**src/rtl/core/mmrt_pkg.sv**
```systemverilog
// ----------------------------------------------------------------------------
// mmrt_pkg: shared types and codes of the minimum-metric route table
// Field widths, mode, status and command codes, table entry and queued
// command layouts.
// ----------------------------------------------------------------------------
`default_nettype none

package mmrt_pkg;

	localparam int TABLE_ENTRIES_DEF = 64;

	localparam int MODE_W = 3;
	localparam int VID_W  = 64;
	localparam int HOP_W  = 32;
	localparam int MET_W  = 16;
	localparam int ST_W   = 3;
	localparam int KIND_W = 3;

	// Input modes.
	localparam logic [MODE_W-1:0] MODE_LEARN = 3'd0;
	localparam logic [MODE_W-1:0] MODE_RMALL = 3'd1;
	localparam logic [MODE_W-1:0] MODE_RMONE = 3'd2;
	localparam logic [MODE_W-1:0] MODE_LIST  = 3'd3;
	localparam logic [MODE_W-1:0] MODE_ROUTE = 3'd4;

	// Result status codes.
	localparam logic [ST_W-1:0] ST_DONE     = 3'd0;
	localparam logic [ST_W-1:0] ST_ROUTE    = 3'd1;
	localparam logic [ST_W-1:0] ST_NOTFOUND = 3'd2;
	localparam logic [ST_W-1:0] ST_BCAST    = 3'd3;
	localparam logic [ST_W-1:0] ST_DROP     = 3'd4;
	localparam logic [ST_W-1:0] ST_FULL     = 3'd5;

	// Classified command kinds carried through the queue.
	localparam logic [KIND_W-1:0] K_LEARN = 3'd0;
	localparam logic [KIND_W-1:0] K_RMALL = 3'd1;
	localparam logic [KIND_W-1:0] K_RMONE = 3'd2;
	localparam logic [KIND_W-1:0] K_LIST  = 3'd3;
	localparam logic [KIND_W-1:0] K_ROUTE = 3'd4;
	localparam logic [KIND_W-1:0] K_DROP  = 3'd5;
	localparam logic [KIND_W-1:0] K_NOP   = 3'd6;

	typedef struct packed {
		logic [VID_W-1:0] vid;
		logic [HOP_W-1:0] hop;
		logic [MET_W-1:0] met;
	} entry_t;

	typedef struct packed {
		logic [KIND_W-1:0] kind;
		logic [VID_W-1:0]  key;
		logic [VID_W-1:0]  dest;
		logic [HOP_W-1:0]  hop;
		logic [MET_W-1:0]  met;
	} cmd_t;

endpackage

`default_nettype wire

```
**src/rtl/core/mmrt_front.sv**
```systemverilog
// ----------------------------------------------------------------------------
// mmrt_front: input side of the route table
// Accepts input beats, classifies them into commands against the metric
// limit and holds them in a two-entry queue for the back end.
// ----------------------------------------------------------------------------
`default_nettype none

module mmrt_front (
	input  wire logic                        clk,
	input  wire logic                        arst_n,
	input  wire logic                        in_valid,
	output logic                             in_stall,
	input  wire logic [mmrt_pkg::MODE_W-1:0] mode,
	input  wire logic [mmrt_pkg::VID_W-1:0]  key_vid,
	input  wire logic [mmrt_pkg::VID_W-1:0]  dest_vid,
	input  wire logic [mmrt_pkg::HOP_W-1:0]  neighbor_addr,
	input  wire logic [mmrt_pkg::MET_W-1:0]  metric,
	input  wire logic                        cfg_wr_en,
	input  wire logic [mmrt_pkg::MET_W-1:0]  cfg_wr_data,
	output logic                             q_vld,
	output mmrt_pkg::cmd_t                   q_cmd,
	input  wire logic                        q_pop
);

	logic [mmrt_pkg::MET_W-1:0] limit_q;
	mmrt_pkg::cmd_t             fifo_q [2];
	mmrt_pkg::cmd_t             new_cmd;
	logic                       wr_ptr_q;
	logic                       rd_ptr_q;
	logic [1:0]                 cnt_q;
	logic                       push;
	logic                       pop;

	// Metric limit register.
	always_ff @(posedge clk or negedge arst_n) begin
		if (!arst_n) begin
			limit_q <= '1;
		end else if (cfg_wr_en) begin
			limit_q <= cfg_wr_data;
		end
	end

	// Classify the incoming beat.
	always_comb begin
		new_cmd.key  = key_vid;
		new_cmd.dest = dest_vid;
		new_cmd.hop  = neighbor_addr;
		new_cmd.met  = metric;
		unique case (mode)
			mmrt_pkg::MODE_LEARN: new_cmd.kind = mmrt_pkg::K_LEARN;
			mmrt_pkg::MODE_RMALL: new_cmd.kind = mmrt_pkg::K_RMALL;
			mmrt_pkg::MODE_RMONE: new_cmd.kind = mmrt_pkg::K_RMONE;
			mmrt_pkg::MODE_LIST:  new_cmd.kind = mmrt_pkg::K_LIST;
			mmrt_pkg::MODE_ROUTE: begin
				new_cmd.kind = (metric > limit_q) ? mmrt_pkg::K_DROP : mmrt_pkg::K_ROUTE;
			end
			default: new_cmd.kind = mmrt_pkg::K_NOP;
		endcase
	end

	assign in_stall = (cnt_q == 2'd2);
	assign push     = in_valid && !in_stall;
	assign pop      = q_pop && (cnt_q != 2'd0);
	assign q_vld    = (cnt_q != 2'd0);
	assign q_cmd    = fifo_q[rd_ptr_q];

	// Queue pointers and fill count.
	always_ff @(posedge clk or negedge arst_n) begin
		if (!arst_n) begin
			wr_ptr_q <= 1'b0;
			rd_ptr_q <= 1'b0;
			cnt_q    <= 2'd0;
		end else begin
			if (push) begin
				wr_ptr_q <= !wr_ptr_q;
			end
			if (pop) begin
				rd_ptr_q <= !rd_ptr_q;
			end
			if (push && !pop) begin
				cnt_q <= cnt_q + 2'd1;
			end else if (pop && !push) begin
				cnt_q <= cnt_q - 2'd1;
			end
		end
	end

	// Queue storage.
	always_ff @(posedge clk) begin
		if (push) begin
			fifo_q[wr_ptr_q] <= new_cmd;
		end
	end

endmodule

`default_nettype wire

```
**config.mk**
```make
export PLATFORM = sky130hd
export DESIGN_NAME = mmrt_front
export DESIGN_NICKNAME = d
export VERILOG_FILES = /design/src/rtl/core/mmrt_pkg.sv /design/src/rtl/core/mmrt_front.sv
export SDC_FILE = /design/constraint.sdc
export NUM_CORES = 1
export LEC_CHECK = 0
export ABC_AREA = 1
export BUFFER_PORTS_ARGS = -buffer_cell sky130_fd_sc_hd__buf_4
export CAP_MARGIN = 20
export CORE_ASPECT_RATIO = 0.8
export CORE_MARGIN = 2
export CORE_UTILIZATION = 23
export DETAILED_ROUTE_END_ITERATION = 10
export GPL_TIMING_DRIVEN = 1
export SLEW_MARGIN = 15
export SYNTH_ARGS = -nofsm -noshare
export SYNTH_HDL_FRONTEND = slang
export SYNTH_SLANG_ARGS = --single-unit
```
**constraint.sdc**
```tcl
create_clock -name clk -period 10.6 [get_ports clk]
set_input_delay 0.53 -clock clk [delete_from_list [all_inputs] [get_ports clk]]
set_output_delay 0.53 -clock clk [all_outputs]
set_load 0.05 [all_outputs]
```
# Yosys cells after proc, flatten, opt, wreduce, memory -nomap -nowiden
# Memory sizes are Yosys's and may differ from the RTL's.
# Cells that the tools add are included.
[word_totals]
register_bits = 20
mem_bits_rw = 358
in_bits = 200
n_memories = 1
[classes]
addsub = 2
n_lt_le_gt_ge = 1
eq_ne = 5
mux = 6
n_reduce_logical = 12
[mem_list]
columns = ["name", "words", "width", "rd", "rd_ports_with_merged_regs", "write_ports", "line_no", "rtl"]
rows = [
  ["fifo_q", 2, 179, 1, 0, 1, "mmrt_front.sv:26", "mmrt_pkg::cmd_t fifo_q [2];"],
]
[op_table]
columns = ["cell", "count"]
rows = [
  ["$gt 16x16->1", 1],
  ["$pmux 3 s5", 1],
  ["$eq 3x2->1 const B", 2],
  ["$logic_not 1->1", 5],
  ["$logic_and 1x1->1", 4],
  ["$mux 2", 2],
  ["$reduce_bool 2->1", 2],
  ["$eq 3x1->1 const B", 1],
  ["$eq 3x3->1 const B", 1],
  ["$logic_not 3->1", 1],
  ["$mux 1", 3],
  ["$add 2x1->2 const B", 1],
  ["$eq 2x2->1 const B", 1],
  ["$sub 2x1->2 const B", 1],
]

# Depth between registers and ports, before layout
# Gate-level depths: netlist (run 1).
[logic_depth]
depth_word = 7
ltp_mapped = 13

# Worst setup path after synthesis (run 1)
# No wires, ideal clock.
[synth_path]
path_type = "input port to flip-flop"
from = "input port in_valid"
to = "memory fifo_q[1][0] (netlist name), enable pin"
setup_time_ps = 723
arrival_time_ps = 8116
path_slack_ps = 1761
cell_stages = 2
cell_sequence = "o21ai_0 -> nor2_1"
[synth_between]
elab_chain_cells = 3
[synth_lines]
columns = ["item", "line_no", "rtl"]
rows = [
  ["from (decl)", "mmrt_front.sv:11", "input wire logic in_valid,"],
  ["$logic_and 1x1->1", "mmrt_front.sv:62", "assign push = in_valid && !in_stall;"],
  ["$mux 1", "mmrt_front.sv:90", "if (push) begin"],
  ["$mux 1 (implied by the code)", "mmrt_front.sv:91", "fifo_q[wr_ptr_q] <= new_cmd;"],
  ["to (decl)", "mmrt_front.sv:26", ""],
]
# Every way passes these cells.

==> results of run 1 <==
## cells in the final DEF (no fill, tap or decap)
cell type,synthesis,layout
xor2_1,2,2
nand3_1,2,2
clkinv_1,0,9
edfxtp_1,358,358
ha_1,17,17
nand4_1,2,2
clkbuf_1,9,5
clkinvlp_4,0,3
clkinv_2,0,6
a21o_1,1,1
dfrtp_1,4,3
nor2_4,0,2
dfstp_2,16,16
bufinv_16,0,2
nor2_1,10,8
clkbuf_16,0,45
clkinv_4,0,5
inv_1,28,28
dfrtp_4,0,1
a31oi_1,1,1
inv_6,0,1
nand2_1,575,575
mux2_2,1,1
dlygate4sd3_1,0,1
xnor2_1,1,1
o21ai_0,19,19
a21oi_1,7,7
buf_4,16,390
## cells by family after synthesis
kind of cell | count (synthesis) | synth area share [%]
and+or+nand+nor | 589 | 15.6
adders and majority gates | 17 | 1.49
DFF | 378 | 79.1
buffers and inverters | 72 | 2.54
muxes | 1 | 0.0790
xor gates and xnor gates | 3 | 0.184
AOI/OAI and AO/OA | 28 | 1.01
## timing repair
item,4_1_cts,5_1_grt
hold buffers,1,0
endpoints found under the hold margin,4,0
setup buffers,0,0
## layer usage
layer	global-route usage [%]	vias to the layer above	share of wire, %	wire (um)
met4	3.74	0	2.6	923
met2	16.8	325	46	16300
met3	4.02	58	10	3550
met1	13.3	4385	42	14800
met5	0	-	0	0
li1	-	4440	-	-
## final cells by class
type / count / area, um2 / share of cell area, %
Timing Repair Buffer: 391 / 2940 / 15.2
Clock buffer: 50 / 1140 / 5.92
Inverter: 29 / 114 / 0.589
Sequential cell: 378 / 11300 / 58.3
Clock inverter: 25 / 190 / 0.984
Tap cell: 830 / 1040 / 5.37
Multi-Input combinational cell: 638 / 2630 / 13.6
## worst max-delay path, cell delays in order, from the launching register on
cell	delay, ns
dfrtp_4	0.74
inv_6	0.71
buf_4	0.73
nand2_1	0.10
nand2_1	0.13
buf_4	0.21
## stage by stage
| step | total power [W] | cells | hold slack (ns) | util, % | setup slack (ns) |
|---|---|---|---|---|---|
| after global routing | 0.00673 | 2341 | 0.118 | 31.6 | 6.39 |
| after floorplan | 0.00423 | 1088 | 0.234 | - | 1.76 |
| after detailed placement | 0.00508 | 2265 | 0.439 | 29.4 | 7.25 |
| after CTS | 0.00652 | 2341 | 0.106 | 31.6 | 6.60 |
| after global placement | 0.00506 | 2265 | 0.429 | 29.4 | 7.28 |
| final | 0.00640 | 2341 | 0.162 | 31.6 | 6.74 |
## state kept, by name, summed over array words and instances (netlist names)
register and count:
fifo_q 358, cnt_q 2, wr_ptr_q 1, rd_ptr_q 1, limit_q 16
## power by group through the flow
stage | combinational, W | sequential (W) | clock (W)
floorplan | 0.00202 | 0.00221 | 0
global placement | 0.00290 | 0.00216 | 0
detailed placement | 0.00291 | 0.00217 | 0
CTS | 0.00292 | 0.00214 | 0.00146
global route | 0.00306 | 0.00217 | 0.00151
finish | 0.00287 | 0.00214 | 0.00140
## how the worst min path moves through the flow
stage / startpoint / slack [ns] / to / depth (start not counted)
floorplan: arst_n / 0.23 / cnt_q[0]$_DFFE_PN0P_ / 0
global placement: arst_n / 0.43 / rd_ptr_q$_DFFE_PN0P_ / 1
detailed placement: arst_n / 0.44 / cnt_q[0]$_DFFE_PN0P_ / 1
CTS: dest_vid[30] / 0.11 / fifo_q[0][78]$_DFFE_PP_ / 1
global route: dest_vid[13] / 0.12 / fifo_q[0][61]$_DFFE_PP_ / 1
finish: dest_vid[30] / 0.16 / fifo_q[0][78]$_DFFE_PP_ / 1
## synthesized netlist by cell type (all sizes together)
| cell type | instances | area share, % |
|---|---|---|
| mux2 | 1 | 0.079 |
| nand4 | 2 | 0.088 |
| ha | 17 | 1.5 |
| clkbuf | 9 | 0.24 |
| nor2 | 10 | 0.26 |
| nand3 | 2 | 0.070 |
| o21ai | 19 | 0.67 |
| dfrtp | 4 | 0.70 |
| nand2 | 575 | 15 |
| dfstp | 16 | 3.0 |
| buf | 34 | 1.5 |
| a21o | 1 | 0.053 |
| xor2 | 2 | 0.12 |
| xnor2 | 1 | 0.061 |
| a31oi | 1 | 0.044 |
| a21oi | 7 | 0.25 |
| edfxtp | 358 | 75 |
| inv | 29 | 0.78 |
==> out/results.ini, run 1 <==
[clock_network]
cts_resized = 0
clk_pin_slew_ns = 0.06
cts_root_buf = clkbuf_16
cts_tree = built
clk_path_buf_depth = 3
numCtsBuffers = 42
cts.sinks = 378
clock_latency_ns = 0.55
htreeDepth = 2

[timing]
maxSlewViolCount = 0
rsz0062_at_grt = no
fin_setup_tns_ns = 0
setup_viol = 0
worst_pin_slew_ns = 0.993
fmaxAchievable_mhz = 259
slew_headroom_pct = 33.8
period_share_pct = 36.4
clock_skew_ns = 0.0123
finalCriticalPeriod_ns = 3.86
finalHoldViolCount = 0

[place]
port_buffers = 380
hpwl_mm = 23.5
gp_congestion = 0.766
placed_area_um2 = 18000

[worst_setup_path]
timing.rr.end = fifo_q[0][114]$_DFFE_PP_
critPathArrivalTime_ns = 3.33
r2r-start = cnt_q[1]$_DFFE_PN0P_
cp_max_fo = 105
startpoint_type = register
ff2ff_path_depth = 5
required_ns = 10.07
rrSetupSlack_ns = 7.72
crit_start = rd_ptr_q$_DFFE_PN0P_
end_kind = primary output
endpoint = q_cmd[130]
path_class = reg -> out

[drt]
drtAntennaViolNets = 0
num_vias = 9208
drc_errors = 0
initialDrtViolationCount = 487
drt_wl_total_mm = 35.5
firstDrtPassIters = 4
avgRoutedWirePerCell_um = 15.2
via_per_inst = 3.93

[pwr]
p_switching_w = 0.00285
leakage_nw = 8.09
pwr-share-comb_pct = 44.8
power.internal_w = 0.00355
seqPwrFrac_pct = 33.4
swShare_pct = 44.5
power.density_nw_per_um2 = 331
clkPwrFrac_pct = 21.8
vdd_drop_max_mv = 0.198

[global_route]
grt_pass1_vias = 9106
antenna_found_initial = 1
grt_usage_pct = 10.6
grt_pass1_wl_mm = 51.9
grt_start_max_net_pins = 106
grt.overflow.total = 0

[finish]
final_area_um2 = 19300
fill_cells = 6185
num-nets-final = 1697
drive_gt1_share_pct = 31.2
n_antenna_cell = 0
area_growth_pct = 35.7

[floorplanning]
die_h_um = 227
start_util_pct = 23.3
io_pins = 381
die-area_um2 = 64000
rows = 81
die_x_um = 282
fp.coreArea_um2 = 61200

[yosys]
synth-seq-cells = 378
syn_area_um2 = 14200
synth_warnings = 0
synth.avg_cell_area_um2 = 13.1
syn_inst = 1088
yosysSeqAreaShare_pct = 79.1
synth.net_count = 1305
synthDistinctLibCells = 21

[min_path]
hp-class = in -> reg

[job]
max-cap-violations = 0

[status]
status = complete, no violations

(Power assumes the default switching activity.)
==> run 2, diff against run 1 <==
==> constraint.sdc (replaced) <==
create_clock -name clk -period 3.4 [get_ports clk]
set_input_delay 0.17 -clock clk [delete_from_list [all_inputs] [get_ports clk]]
set_output_delay 0.17 -clock clk [all_outputs]
set_load 0.05 [all_outputs]
==> out/results.ini, run 2 (synthesis results as in run 1) <==
[status]
status = complete, no violations

[worst_setup_path]
startpoint_type = register
end_kind = primary output
timing.rr.end = fifo_q[1][136]$_DFFE_PP_
cp_max_fo = 72
endpoint = q_cmd[118]
path_class = reg -> out
required_ns = 3.23
crit_start = rd_ptr_q$_DFFE_PN0P_
r2r-start = cnt_q[1]$_DFFE_PN0P_
rrSetupSlack_ns = 1.68
ff2ff_path_depth = 4
critPathArrivalTime_ns = 2.32

[clock_network]
clk_pin_slew_ns = 0.06
numCtsBuffers = 41
cts_tree = built
clk_path_buf_depth = 3
cts_setup_buffers = 0
clock_latency_ns = 0.55
cts_resized = 0
htreeDepth = 2
hold_buffers = 219
cts_root_buf = clkbuf_16
cts.sinks = 378

[place]
placed_area_um2 = 18100
gp_congestion = 0.753
dpl_worst_slack_ns = 1.46
hpwl_mm = 23.1
port_buffers = 380

[floorplanning]
die_h_um = 227
die_x_um = 282
die-area_um2 = 64000
start_util_pct = 23.3
io_pins = 381
fp.coreArea_um2 = 61200
rows = 81

[drt]
num_vias = 10004
drtAntennaViolNets = 0
avgRoutedWirePerCell_um = 14.3
wl_met2_mm = 17.3
firstDrtPassIters = 4
routed-wl-met3_mm = 2.55
drc_errors = 0
initialDrtViolationCount = 587
via_per_inst = 3.91
wl_met1_mm = 15.8
highest_layer = met5
drt_wl_total_mm = 36.6

[timing]
finalHoldViolCount = 0
finalCriticalPeriod_ns = 2.49
worst_pin_slew_ns = 0.887
clock_skew_ns = 0.0242
fin_setup_tns_ns = 0
rsz0062_at_grt = no
setup_viol = 0
slew_headroom_pct = 40.8
worst_slack_ns = 0.907
fmaxAchievable_mhz = 401
period_share_pct = 73.3
maxSlewViolCount = 0

[pwr]
power.total_w = 0.0202
leakage_nw = 8.99
power.density_nw_per_um2 = 935
vdd_drop_max_mv = 0.711

[finish]
fill_cells = 5960
num-nets-final = 1919
top_register = fifo_q
final_area_um2 = 21600
n_antenna_cell = 0
layout_commonest_cell = nand2_1
regArea_um2 = 11300
final_cell_mix = nand2_1 (575), buf_4 (389), edfxtp_1 (358), dlygate4sd3_1 (219), clkbuf_16 (42)
drive_gt1_share_pct = 27.4
utilization_pct = 35.2
largest_register_ffs = 358
multi_input_area_um2 = 2640
area_growth_pct = 51.3
reg.largest.list = fifo_q (358), limit_q (16), cnt_q (2)

[global_route]
grt_pass1_wl_mm = 55.3
grt_pass1_vias = 10112
grt.overflow.total = 0
grt_start_max_net_pins = 109
grt_usage_pct = 11.0
antenna_found_initial = 3

[job]
max-cap-violations = 0

[min_path]
hp-class = in -> async

run 2: changes by cell type in the layout (fill, tap and decap cells not counted):
cell	before	now
inv_6	1	2
inv_2	0	1
buf_4	390	389
o21ai_4	0	1
clkinv_4	5	1
clkinv_8	0	1
dlygate4sd3_1	1	219
clkinv_1	9	10
inv_1	28	27
buf_12	0	6
o21ai_0	19	18
clkbuf_16	45	42
clkbuf_1	5	6
run 2: worst max-delay path, stage by stage, from the launching register on:
cell,delay [ns]
dfrtp_4,0.46
buf_4,0.64
nand2_1,0.22
nand2_1,0.13
buf_4,0.20
run 2: final cells by class:
type | count | area share, %
Inverter | 29 | 0.528
Sequential cell | 378 | 52.3
Timing Repair Buffer | 614 | 24.3
Clock inverter | 24 | 0.853
Tap cell | 830 | 4.82
Multi-Input combinational cell | 638 | 12.2
Clock buffer | 48 | 4.98
run 2: routing by layer:
layer / up-vias / track usage [%]
li1: 4889 / -
met1: 4739 / 13.7
met2: 300 / 18.4
met3: 70 / 3.14
met4: 6 / 3.46
met5: - / 0
run 2: worst min-delay path by stage:
stage | end | start | slack (ns) | cells after the start
6_report | rd_ptr_q$_DFFE_PN0P_ | arst_n | 0.04 | 2
5_1_grt | rd_ptr_q$_DFFE_PN0P_ | arst_n | 0.03 | 2
4_1_cts | limit_q[15]$_DFFE_PN1P_ | cfg_wr_en | 0.0005 | 2
3_5_place_dp | rd_ptr_q$_DFFE_PN0P_ | arst_n | 0.08 | 1
3_3_place_gp | rd_ptr_q$_DFFE_PN0P_ | arst_n | 0.08 | 1
2_1_floorplan | cnt_q[0]$_DFFE_PN0P_ | arst_n | -0.13 | 0
run 2: stage by stage:
| step | std cells | hold slack, ns |
|---|---|---|
| detailed placement | 2270 | 0.0805 |
| floorplan | 1088 | -0.126 |
| CTS | 2561 | 0.000511 |
| global placement | 2270 | 0.0791 |
| finish | 2561 | 0.0445 |
| global route | 2561 | 0.0266 |
run 2: power breakdown:
group          leakage, nW  switching, W  internal [W]
Combinational         4.85       0.00692       0.00248
Sequential            3.54      0.000233       0.00631
Clock                0.608       0.00181       0.00241
